**config.mk**
```make
export PLATFORM = sky130hd
export DESIGN_NAME = uart_register_block_unit
export DESIGN_NICKNAME = d
export VERILOG_FILES = /design/src/rtl/urb_pkg.sv /design/src/rtl/urb_cell.sv /design/src/rtl/uart_register_block_unit.sv
export SDC_FILE = /design/constraint.sdc
export NUM_CORES = 1
export LEC_CHECK = 0
export ABC_AREA = 1
export BUFFER_PORTS_ARGS = -buffer_cell sky130_fd_sc_hd__buf_2
export CORE_MARGIN = 4
export CORE_UTILIZATION = 40
export CTS_CLUSTER_DIAMETER = 200
export DETAILED_ROUTE_END_ITERATION = 10
export PLACE_DENSITY = 0.57
export RECOVER_POWER = 50
export SYNTH_ARGS = -nofsm -noshare
export SYNTH_HDL_FRONTEND = slang
export SYNTH_SLANG_ARGS = --single-unit
export TNS_END_PERCENT = 5
```
**constraint.sdc**
```tcl
create_clock -name clk -period 3 [get_ports clk]
set_clock_uncertainty 0.05 [all_clocks]
set_input_delay 0.3 -clock clk [delete_from_list [all_inputs] [get_ports clk]]
set_output_delay 0.3 -clock clk [all_outputs]
set_load 0.02 [all_outputs]
```
**src/rtl/urb_pkg.sv**
```systemverilog
// Types and constants shared by the UART register block.
`default_nettype none
package urb_pkg;

    localparam logic [1:0] MODE_READ  = 2'd0;
    localparam logic [1:0] MODE_WRITE = 2'd1;
    localparam logic [1:0] MODE_RX    = 2'd2;

    localparam logic [31:0] OFS_TX   = 32'd4;
    localparam logic [31:0] OFS_STAT = 32'd8;
    localparam logic [31:0] OFS_CTRL = 32'd12;

    localparam logic [7:0] STAT_TX_READY = 8'h40;

    localparam int unsigned TX_IE_BIT = 6;
    localparam int unsigned RX_IE_BIT = 7;

    localparam logic [7:0] CFG_BASE_ADDRESS  = 8'd0;
    localparam logic [7:0] CFG_IRQ_CONNECTED = 8'd1;

    typedef struct packed {
        logic [1:0]  mode;
        logic [31:0] address;
        logic [7:0]  write_data;
        logic [7:0]  rx_char;
    } item_t;

    typedef struct packed {
        logic [7:0] read_data;
        logic       tx_valid;
        logic [7:0] tx_char;
        logic       irq_level;
        logic       rx_dropped;
    } result_t;

    // Per-cell control of the receive queue chain
    typedef struct packed {
        logic load;
        logic shift;
    } cell_ctrl_t;

endpackage
`default_nettype wire

```
**src/rtl/urb_cell.sv**
```systemverilog
// One storage cell of the receive queue chain.
`default_nettype none
module urb_cell
    import urb_pkg::*;
(
    input  wire logic       clk,
    input  wire cell_ctrl_t ctrl,
    input  wire logic [7:0] din,
    input  wire logic [7:0] right,
    output logic [7:0]      q
);

    logic [7:0] data_reg;
    logic [7:0] data_next;

    // Load a new character, or take the neighbour's one on a pop
    always_comb
    begin
        data_next = data_reg;
        if (ctrl.load)
        begin
            data_next = din;
        end
        else if (ctrl.shift)
        begin
            data_next = right;
        end
    end

    always_ff @(posedge clk)
    begin
        data_reg <= data_next;
    end

    assign q = data_reg;

endmodule
`default_nettype wire

```
**src/rtl/uart_register_block_unit.sv**
```systemverilog
// Top level of the memory-mapped UART register block.
//
//  channel | signals                          | direction
//  in      | in_valid, in_ready, in_item      | bus access or received character
//  out     | out_valid, out_ready, out_item   | one result per transaction
//  cfg     | cfg_valid, cfg_ready, cfg_index, | register write, always ready
//          | cfg_data                         |
//
// One transaction per cycle while in_ready is high; each result is registered.
// The receive queue is a chain of cells: cell 0 is the oldest character and a
// pop moves every cell one step towards it on the same clock edge.
// A two-deep output stage (output register plus skid) keeps in_ready off out_ready.
// Reset clears control state and the queue count; cell contents are not reset.
`default_nettype none
module uart_register_block_unit
    import urb_pkg::*;
#(
    parameter int unsigned RX_FIFO_DEPTH = 16
)
(
    input  wire logic        clk,
    input  wire logic        rst_n,
    input  wire logic        in_valid,
    output logic             in_ready,
    input  wire item_t       in_item,
    output logic             out_valid,
    input  wire logic        out_ready,
    output result_t          out_item,
    input  wire logic        cfg_valid,
    output logic             cfg_ready,
    input  wire logic [7:0]  cfg_index,
    input  wire logic [31:0] cfg_data
);

    localparam int unsigned CNT_W = $clog2(RX_FIFO_DEPTH + 1);

    logic [31:0]      base_reg;
    logic [31:0]      base_next;
    logic             irq_conn_reg;
    logic             irq_conn_next;
    logic [7:0]       holding_reg;
    logic [7:0]       holding_next;
    logic             ready_reg;
    logic             ready_next;
    logic             tx_ie_reg;
    logic             tx_ie_next;
    logic             rx_ie_reg;
    logic             rx_ie_next;
    logic             irq_reg;
    logic             irq_next;
    logic [CNT_W-1:0] count_reg;
    logic [CNT_W-1:0] count_next;

    result_t out_reg;
    result_t out_next;
    result_t skid_reg;
    result_t skid_next;
    logic    out_valid_reg;
    logic    out_valid_next;
    logic    skid_valid_reg;
    logic    skid_valid_next;

    logic    accept;
    logic    push;
    logic    pop;
    result_t res;

    logic [7:0] cell_q [RX_FIFO_DEPTH];

    assign cfg_ready = 1'b1;
    assign in_ready  = !skid_valid_reg;
    assign accept    = in_valid && in_ready;
    assign out_valid = out_valid_reg;
    assign out_item  = out_reg;

    // Configuration registers
    always_comb
    begin
        base_next     = base_reg;
        irq_conn_next = irq_conn_reg;
        if (cfg_valid)
        begin
            case (cfg_index)
                CFG_BASE_ADDRESS:  base_next = cfg_data;
                CFG_IRQ_CONNECTED: irq_conn_next = cfg_data[0];
                default:           ;
            endcase
        end
    end

    // Register decode and receive-path state update
    always_comb
    begin
        holding_next = holding_reg;
        ready_next   = ready_reg;
        tx_ie_next   = tx_ie_reg;
        rx_ie_next   = rx_ie_reg;
        irq_next     = irq_reg;
        count_next   = count_reg;
        push         = 1'b0;
        pop          = 1'b0;
        res          = '0;
        if (accept)
        begin
            case (in_item.mode)
                MODE_READ:
                begin
                    if (in_item.address == base_reg)
                    begin
                        res.read_data = holding_reg;
                        if (count_reg != '0)
                        begin
                            holding_next = cell_q[0];
                            ready_next   = 1'b1;
                            pop          = 1'b1;
                            count_next   = count_reg - CNT_W'(1);
                        end
                        else
                        begin
                            holding_next = '0;
                            ready_next   = 1'b0;
                            if (rx_ie_reg && irq_conn_reg)
                            begin
                                irq_next = 1'b0;
                            end
                        end
                    end
                    else if (in_item.address == base_reg + OFS_STAT)
                    begin
                        res.read_data = STAT_TX_READY | {ready_reg, 7'd0};
                    end
                    else if (in_item.address == base_reg + OFS_CTRL)
                    begin
                        res.read_data = '0;
                        res.read_data[TX_IE_BIT] = tx_ie_reg;
                        res.read_data[RX_IE_BIT] = rx_ie_reg;
                    end
                end
                MODE_WRITE:
                begin
                    if (in_item.address == base_reg + OFS_TX)
                    begin
                        res.tx_valid = 1'b1;
                        res.tx_char  = in_item.write_data;
                        if (tx_ie_reg && irq_conn_reg)
                        begin
                            irq_next = 1'b0;
                        end
                    end
                    else if (in_item.address == base_reg + OFS_CTRL)
                    begin
                        tx_ie_next = in_item.write_data[TX_IE_BIT];
                        rx_ie_next = in_item.write_data[RX_IE_BIT];
                        if (irq_conn_reg)
                        begin
                            irq_next = in_item.write_data[TX_IE_BIT];
                        end
                    end
                end
                MODE_RX:
                begin
                    if (!ready_reg)
                    begin
                        holding_next = in_item.rx_char;
                        ready_next   = 1'b1;
                    end
                    else if (count_reg != CNT_W'(RX_FIFO_DEPTH))
                    begin
                        push       = 1'b1;
                        count_next = count_reg + CNT_W'(1);
                    end
                    else
                    begin
                        res.rx_dropped = 1'b1;
                    end
                    if (rx_ie_reg && irq_conn_reg)
                    begin
                        irq_next = 1'b1;
                    end
                end
                default: ;
            endcase
            res.irq_level = irq_next & irq_conn_reg;
        end
    end

    // Receive queue: a chain of cells, cell 0 holds the oldest character
    for (genvar i = 0; i < RX_FIFO_DEPTH; i++)
    begin : g_cell
        cell_ctrl_t ctrl;
        logic [7:0] right;

        assign ctrl.load  = push && (count_reg == CNT_W'(i));
        assign ctrl.shift = pop;

        if (i == RX_FIFO_DEPTH - 1)
        begin : g_last
            assign right = '0;
        end
        else
        begin : g_mid
            assign right = cell_q[i+1];
        end

        urb_cell u_cell (
            .clk   (clk),
            .ctrl  (ctrl),
            .din   (in_item.rx_char),
            .right (right),
            .q     (cell_q[i])
        );
    end

    // Output register with skid stage
    always_comb
    begin
        out_next        = out_reg;
        skid_next       = skid_reg;
        out_valid_next  = out_valid_reg;
        skid_valid_next = skid_valid_reg;
        if (!out_valid_reg || out_ready)
        begin
            if (skid_valid_reg)
            begin
                out_next        = skid_reg;
                out_valid_next  = 1'b1;
                skid_valid_next = 1'b0;
            end
            else if (accept)
            begin
                out_next       = res;
                out_valid_next = 1'b1;
            end
            else
            begin
                out_valid_next = 1'b0;
            end
        end
        else if (accept)
        begin
            skid_next       = res;
            skid_valid_next = 1'b1;
        end
    end

    always_ff @(posedge clk or negedge rst_n)
    begin
        if (!rst_n)
        begin
            base_reg       <= '0;
            irq_conn_reg   <= 1'b0;
            holding_reg    <= '0;
            ready_reg      <= 1'b0;
            tx_ie_reg      <= 1'b0;
            rx_ie_reg      <= 1'b0;
            irq_reg        <= 1'b0;
            count_reg      <= '0;
            out_valid_reg  <= 1'b0;
            skid_valid_reg <= 1'b0;
        end
        else
        begin
            base_reg       <= base_next;
            irq_conn_reg   <= irq_conn_next;
            holding_reg    <= holding_next;
            ready_reg      <= ready_next;
            tx_ie_reg      <= tx_ie_next;
            rx_ie_reg      <= rx_ie_next;
            irq_reg        <= irq_next;
            count_reg      <= count_next;
            out_valid_reg  <= out_valid_next;
            skid_valid_reg <= skid_valid_next;
        end
    end

    always_ff @(posedge clk)
    begin
        out_reg  <= out_next;
        skid_reg <= skid_next;
    end

`ifndef SYNTHESIS
    a_count_bound: assert property (@(posedge clk) disable iff (!rst_n)
        count_reg <= CNT_W'(RX_FIFO_DEPTH))
        else $error("receive queue count beyond depth");

    a_queue_needs_holding: assert property (@(posedge clk) disable iff (!rst_n)
        !ready_reg |-> count_reg == '0)
        else $error("characters queued while holding register empty");

    a_full_drop_keeps_count: assert property (@(posedge clk) disable iff (!rst_n)
        accept && in_item.mode == MODE_RX && ready_reg
        && count_reg == CNT_W'(RX_FIFO_DEPTH) |=> count_reg == CNT_W'(RX_FIFO_DEPTH))
        else $error("full queue changed on a dropped character");

    a_skid_behind_out: assert property (@(posedge clk) disable iff (!rst_n)
        skid_valid_reg |-> out_valid_reg)
        else $error("skid stage holds a result while output register is empty");
`endif

endmodule
`default_nettype wire
```
==> results of run 1 <==
==> cells by family (layout without fill, tap and decap cells) <==
kind of cell / count (synthesis) / count (layout) / share of synthesized area, %
adders and majority gates: 10 / 10 / 0.9380
muxes: 31 / 31 / 2.617
and+or+nand+nor: 952 / 952 / 30.72
AOI/OAI and AO/OA: 201 / 201 / 7.842
other: 1 / 1 / 0.02811
xor gates and xnor gates: 70 / 70 / 4.699
buffers and inverters: 208 / 519 / 6.031
DFF: 218 / 218 / 47.13
==> repair_timing <==
item | CTS | global route
resized for setup | 6 | 56
pin swaps | 0 | 3
hold endpoints to repair | 71 | 0
hold buffers | 36 | 0
buffers inserted | 0 | 2
endpoints found under the setup margin | 21 | 76
==> report_power, final <==
part | internal [W] | switching [W]
registers | 0.00339 | 0.000114
clock network | 0.00186 | 0.00133
logic | 0.000477 | 0.000873
total | 0.00573 | 0.00232
==> final timing paths <==
kind / end / cells after the start
max in group asynchronous: irq_reg / 3
max: out_item[9] / 13
min: skid_reg[2] / 3
min reg2reg: base_reg[0] / 2
min in group asynchronous: base_reg[7] / 2
max reg2reg: out_item[9] / 13
==> per-stage QoR <==
| stage | setup slack [ps] | hold WS, ps |
|---|---|---|
| finish | 61.96 | 17.30 |
| global route | -81.74 | 6.834 |
| CTS | -14.09 | 0.08599 |
| detailed placement | -60.12 | 447.8 |
| global placement | -54.03 | 435.6 |
| floorplan | 540.3 | -45.59 |
==> final cells by class <==
cell class                 instances  area [sq um]  share of cell area (%)
clock buffer                      28         658.1                   3.863
clock inverter                    17         192.7                   1.131
tap                              442         553.0                   3.246
timing repair buffer             308          2261                   13.27
sequential                       218          6294                   36.94
multi-input combinational       1265          6450                   37.86
inverter                         166         626.9                   3.680
==> per-layer routing <==
layer	wire length, um	GRT usage (%)
met2	21740	42.80
met3	3047	3.332
met5	0	0
met1	21400	37.16
met4	1688	7.983
==> cells in the mapped netlist (all sizes together) (4+ instances only) <==
cell type / instances / area share, %
clkinv: 4 / 0.11
nand3: 96 / 3.6
nor3: 27 / 1.2
clkbuf: 33 / 0.93
nor4: 9 / 0.42
dfrtp: 52 / 9.8
nand3b: 11 / 0.62
inv: 162 / 4.6
nor2: 215 / 7.0
a21oi: 18 / 0.68
nand2: 553 / 16
o21ai: 168 / 6.3
nand4: 38 / 1.8
edfxtp: 166 / 37
xor2: 54 / 3.5
xnor2: 15 / 0.98
mux2: 31 / 2.6
ha: 10 / 0.94
buf: 9 / 0.43
==> worst max-delay path, stage by stage (launching register included) <==
cell,delay [ps]
sky130_fd_sc_hd__dfrtp_2,450
sky130_fd_sc_hd__nand2_1,210
sky130_fd_sc_hd__nor2_2,190
sky130_fd_sc_hd__inv_2,100
sky130_fd_sc_hd__nor2_2,190
sky130_fd_sc_hd__nand2_1,110
sky130_fd_sc_hd__o21ai_1,250
sky130_fd_sc_hd__o311ai_0,340
sky130_fd_sc_hd__nor2_4,240
sky130_fd_sc_hd__nand3_1,120
sky130_fd_sc_hd__nor3_4,160
sky130_fd_sc_hd__buf_12,140
sky130_fd_sc_hd__nand2_1,50
sky130_fd_sc_hd__a21oi_1,130
==> Flow_metrics.wiki, run 1 <==
{| class="wikitable"
! Metric !! Value
|-
| Status || finished, final reports clean
|-
| Global route total overflow || 0
|-
| Filler Cells Inserted || approximately 3200
|-
| Worst-path fanout max || 8
|-
| Transition time at the pin with the least slew margin || around 1100 ps
|-
| Leak Pwr || around 7.5 nW
|-
| Number of placement rows || between 60 and 70
|-
| Standard cell area after detailed placement || roughly 16000 sq um
|-
| Number of buffer cells added on primary ports || roughly 120
|-
| Area Growth Syn to Fin || 27.71%
|-
| DRT iter0 DRCs || slightly below 1000
|-
| Post-layout instance count excluding filler cells || 2444
|-
| Worst Setup End Kind || register
|-
| Share of post-route cells with drive strength above 1 || a little over a fifth
|-
| Post-route minimum period || between 2000 and 3000 ps
|-
| Die Footprint || approximately 36000 sq um
|-
| Final TNS setup || 0 ps
|-
| Pin count of the biggest net entering global routing || 38
|-
| Startpoint of the most critical register-to-register path || base_reg[9]
|-
| Worst slew margin relative to its limit || between 20% and 30%
|-
| Std-Cell Core Area || around 33000 sq um
|-
| DRC errors left || 0
|-
| Total wire length after detailed routing || 47.88 mm
|-
| Launching element of the worst setup path || base_reg[9]
|-
| RePlAce Congestion || 1.080
|-
| Power density over cell area || between 400 and 500 nW/um^2
|-
| Synth unique cells || 43
|-
| Width of the chip || approximately 190 um
|-
| Drt first pass iters || 5
|-
| Via count of the first global-routing pass || ~12000
|-
| Final cell area excluding filler cells || between 15000 and 20000 sq um
|-
| Maximum clock insertion buffer count || 3
|-
| Sequential area share after synthesis || between 40% and 50%
|-
| Number of top-level design ports || 117
|-
| Max-capacitance violation count || 0
|-
| R2r setup slk || between 60 and 70 ps
|-
| Avg Synthesized Cell Area || 7.888 sq um
|-
| Prevailing post-synth register cell || sky130_fd_sc_hd__edfxtp_1
|-
| Post-synth EDFFs || 166
|-
| Most common cell after layout, fill and taps aside || sky130_fd_sc_hd__nand2_1
|-
| HPWL after detailed placement || approximately 40 mm
|-
| Number of cells in the design after placement || 2361
|-
| RSZ-0062 raised after global routing || yes
|-
| Final-report setup violation count || 0
|-
| Average routed wire per standard cell || 19.59 um
|-
| Crit path launch type || register
|-
| Synthesized instance count || 1691
|-
| Deepest level of the CTS H-tree || 1
|-
| Worst-path clk slew || 80 ps
|-
| Worst min-delay path category || in2reg
|-
| Critical Path RT || about 3400 ps
|-
| Total Power Consumption || between 0.008 and 0.009 W
|-
| Clock tree root buffer cell || sky130_fd_sc_hd__clkbuf_16
|-
| Crit path DAT || between 3000 and 4000 ps
|-
| Inserted Diodes || 0
|-
| Class of the most critical setup path || reg2reg
|-
| Number of flip-flops in the largest register || roughly 130
|-
| Yosys Warn Count || 0
|-
| Clk sink count || ~220
|-
| First-pass GRT wire length || 73.46 mm
|-
| Max-slew violations || 0
|-
| Final Core Density || 52.09%
|-
| Post-synthesis net count || roughly 1800
|-
| Post-DRT Antenna Nets || 0
|-
| Layout net count || about 2100
|-
| Post-synthesis instance area || approximately 13000 sq um
|-
| Max Freq || 340.4 MHz
|-
| Worst IR drop on VDD || between 400 and 500 uV
|-
| Commonest non-fill, non-tap cells in the layout || sky130_fd_sc_hd__nand2_1, sky130_fd_sc_hd__nor2_1, sky130_fd_sc_hd__edfxtp_1, sky130_fd_sc_hd__o21ai_0, sky130_fd_sc_hd__inv_1
|-
| Clk_lat worst skew || ~570 ps
|-
| Async set-reset flop share out of synthesis || between 20% and 30%
|-
| Final-report hold violation count || 0
|-
| Post-route clock period utilization || between 90% and 100%
|-
| GRT Overall Usage || 26.37%
|-
| Launch point of the worst hold path || in_item[8]
|-
| Clock tree from TritonCTS || built
|-
| CTS Buf Count || 25
|-
| Die extent in y || roughly 190 um
|-
| Effective utilization at floorplan || around two fifths
|-
| Seq cells post-synth || between 200 and 250
|-
| DR vias || between 10000 and 15000
|-
| Antenna violations before repair || 0
|-
| Number of vias per cell || slightly above 5
|}
Note: power is estimated with default switching activity, not from simulation.
==> run 2: changes to the inputs <==
CORE_UTILIZATION = 46   (was 40)
PLACE_DENSITY = 0.64   (was 0.57)
SETUP_SLACK_MARGIN = 0.1   (was not set)
SYNTH_HIERARCHICAL = 1   (was not set)
==> run 2 against run 1 <==
Effect of this change:
- the flow now finishes with violations (max-capacitance violations, max-slew violations)
- fmax grew 2.2%
- critical path depth is 1 higher
- final cell count rose by 0.33%
- sequential share of layout area is 0.50 points lower
- flip-flop and latch count is the same
- combinational power shrank 4%
- critical endpoint is now out_item[10]
- first-iteration DRC count up 14%
- via count decreased by 0.20%
- register-to-register slack better by 60 ps
- synthesized cell count rose by 3.8%
- non-clock buffer count down 21
==> Flow_metrics.wiki, run 2 <==
{| class="wikitable"
! Metric !! Value
|-
| CTS Buf Count || 25
|-
| Final-report setup violation count || 0
|-
| RSZ-0062 raised after global routing || yes
|-
| Die Footprint || between 30000 and 40000 sq um
|-
| Prevailing post-synth register cell || sky130_fd_sc_hd__edfxtp_1
|-
| Maximum clock insertion buffer count || 3
|-
| Synth top area share || between 30% and 40%
|-
| Yosys Warn Count || 6
|-
| Final cell area excluding filler cells || about 17000 sq um
|-
| GRT Overall Usage || 26.74%
|-
| Cells taking the most area after synthesis || sky130_fd_sc_hd__edfxtp_1, sky130_fd_sc_hd__nand2_1, sky130_fd_sc_hd__dfrtp_1
|-
| Max-capacitance violation count || 1
|-
| Number of vias per cell || between 5 and 6
|-
| DR vias || roughly 13000
|-
| Async set-reset flop share out of synthesis || a little under a quarter
|-
| Synth unique cells || 53
|-
| Leak Pwr || 7.823 nW
|-
| Power density over cell area || 453.7 nW/um^2
|-
| Avg Synthesized Cell Area || slightly below 8 sq um
|-
| Global route total overflow || 0
|-
| Sequential area share after synthesis || 45.41%
|-
| Post-synthesis instance area || between 10000 and 15000 sq um
|-
| Share of post-route cells with drive strength above 1 || a little over a fifth
|-
| Width of the chip || roughly 180 um
|-
| Post-route clock period utilization || 95.84%
|-
| Effective utilization at floorplan || 46.70%
|-
| Pin count of the biggest net entering global routing || 34
|-
| Critical path, cell by cell || ha_4 > clkinvlp_4 > nor2_8 > buf_12 > nand3_4 > nor2_1 > nand3_1 > nand2_1 > nand2_1 > nand2_1 > nor2_4 > nand3_4 > nor2_4 > mux2_2
|-
| Crit path launch type || register
|-
| Total wire length after detailed routing || between 40 and 50 mm
|-
| Worst slew margin relative to its limit || -6.887%
|-
| Std-Cell Core Area || between 20000 and 30000 sq um
|-
| Max-slew violations || 29
|-
| Deepest level of the CTS H-tree || 1
|-
| Max stage delay cell, worst path || sky130_fd_sc_hd__dfrtp_2
|-
| Final-report hold violation count || 0
|-
| Yosys top cell by area || sky130_fd_sc_hd__edfxtp_1
|-
| Crit path DAT || 3110 ps
|-
| Clk sink count || ~220
|-
| Worst-path clk slew || about 60 ps
|-
| Number of buffer cells added on primary ports || around 120
|-
| Critical Path RT || around 3200 ps
|-
| Max Freq || approximately 350 MHz
|-
| Clk_lat worst skew || between 500 and 600 ps
|-
| Violations in the final reports || max-capacitance violations, max-slew violations
|-
| Worst-path fanout max || 5
|-
| Area occupied by registers || approximately 6300 sq um
|-
| Via count of the first global-routing pass || approximately 12000
|-
| Antenna violations before repair || 1
|-
| Clock tree root buffer cell || sky130_fd_sc_hd__clkbuf_16
|-
| Class of the most critical setup path || reg2reg
|-
| Synthesized instance count || around 1800
|-
| Multi-input combinational cell area || approximately 7000 sq um
|-
| Post-route minimum period || 2875 ps
|-
| First-pass GRT wire length || 69.41 mm
|-
| Worst min-delay path category || in2reg
|-
| Leading post-synthesis cells by instance count || sky130_fd_sc_hd__nand2_1, sky130_fd_sc_hd__edfxtp_1, sky130_fd_sc_hd__nor2_1
|-
| Layout net count || approximately 2100
|-
| Filler Cells Inserted || between 2000 and 3000
|-
| Number of top-level design ports || 117
|-
| Commonest non-fill, non-tap cells in the layout || sky130_fd_sc_hd__nand2_1, sky130_fd_sc_hd__edfxtp_1, sky130_fd_sc_hd__inv_1, sky130_fd_sc_hd__nor2_1, sky130_fd_sc_hd__buf_2
|-
| Count leader, synth || sky130_fd_sc_hd__nand2_1
|-
| Seq cells post-synth || 218
|-
| Average routed wire per standard cell || between 15 and 20 um
|-
| Number of flip-flops in the largest register || between 100 and 150
|-
| Die extent in y || 181.5 um
|-
| Post-synth EDFFs || ~170
|-
| Clock tree from TritonCTS || built
|-
| Inserted Diodes || 0
|-
| RePlAce Congestion || about 1.1
|-
| Cell repeated most along the worst path || sky130_fd_sc_hd__nand2_1
|-
| HPWL after detailed placement || between 30 and 40 mm
|-
| Final Core Density || roughly three fifths
|-
| Number of placement rows || 63
|-
| Worst Setup End Kind || register
|-
| Post-DRT Antenna Nets || 0
|-
| DRC errors left || 0
|-
| Most common cell after layout, fill and taps aside || sky130_fd_sc_hd__nand2_1
|-
| Worst IR drop on VDD || 403.7 uV
|-
| Standard cell area after detailed placement || roughly 16000 sq um
|-
| DRT iter0 DRCs || between 1000 and 1500
|-
| Largest incremental delay on the critical path || around 440 ps
|-
| Area Growth Syn to Fin || 24.89%
|-
| Status || complete, but fails checks
|-
| Transition time at the pin with the least slew margin || 1603 ps
|-
| Drt first pass iters || 6
|}
-- run 2: cells by family (layout without fill, tap and decap cells) --
family	Yosys count	in the layout	share of synthesized area, %
adder cells (fa/ha/maj)	10	10	0.9039
AND/OR/NAND/NOR	1155	1156	36.80
XOR/XNOR	60	60	4.050
buffers and inverters	189	488	6.101
AO/OA/AOI/OAI	83	83	3.589
flip-flops	218	218	45.41
other	2	9	0.05426
multiplexers	38	38	3.091
-- run 2: timing repair --
item	in CTS	in global routing
setup endpoints to repair	15	166
hold buffers	44	0
cloned	0	1
gates resized for setup	4	63
pin swaps	0	19
hold endpoints to repair	70	0
buffers inserted	0	11
-- run 2: path summary, 6_finish.rpt --
check	startpoint	to	depth (start not counted)	slack, ps
max	base_reg[3]	out_item[10]	14	120
min	out_ready	skid_valid_reg	4	50
max reg2reg	base_reg[3]	out_item[10]	14	120
min reg2reg	g_cell[14].u_cell/q[1]	g_cell[13].u_cell/q[1]	2	460
max in group asynchronous	rst_n	rx_ie_reg	3	770
min in group asynchronous	rst_n	base_reg[13]	2	660
-- run 2: power breakdown --
| group | switching, W | internal, W | total (W) |
|---|---|---|---|
| logic | 0.000813 | 0.000473 | 0.00129 |
| registers | 0.000127 | 0.00339 | 0.00352 |
| clock network | 0.00123 | 0.00181 | 0.00304 |
-- run 2: layer usage --
layer	vias up	track usage [%]	part of all wire, %
met5	-	0	0.029
met2	452	43.77	46
met1	5867	35.21	42
met4	2	9.757	4.4
met3	119	5.689	7.5
li1	6236	-	-
-- run 2: layout make-up --
class / instances / area share, %
Sequential cell: 218 / 36.44
Timing Repair Buffer: 287 / 12.27
Inverter: 156 / 3.409
Tap cell: 390 / 2.823
Clock buffer: 33 / 4.024
Clock inverter: 12 / 0.7382
Multi-Input combinational cell: 1356 / 40.29
-- run 2: worst max-delay path: cells and delay by family (launching register included) --
family	cells	cell delay [ps]
buffers and inverters	2	310
multiplexers	1	270
flip-flops	1	440
adder cells (fa/ha/maj)	1	190
AND/OR/NAND/NOR	10	1330
-- run 2: metrics by stage --
step           instances  total power, W  setup TNS (ps)  hold WS, ps  setup slack, ps
3_5_place_dp        2351        0.004792          -4.317        313.4           -4.317
3_3_place_gp        2351        0.004781          -19.49        308.7           -10.66
4_1_cts             2440        0.007896               0        22.22            91.53
2_1_floorplan       1762        0.004272               0       -45.59            259.4
6_report            2452        0.007844               0        50.72            124.9
5_1_grt             2452        0.008178               0        61.91            51.16
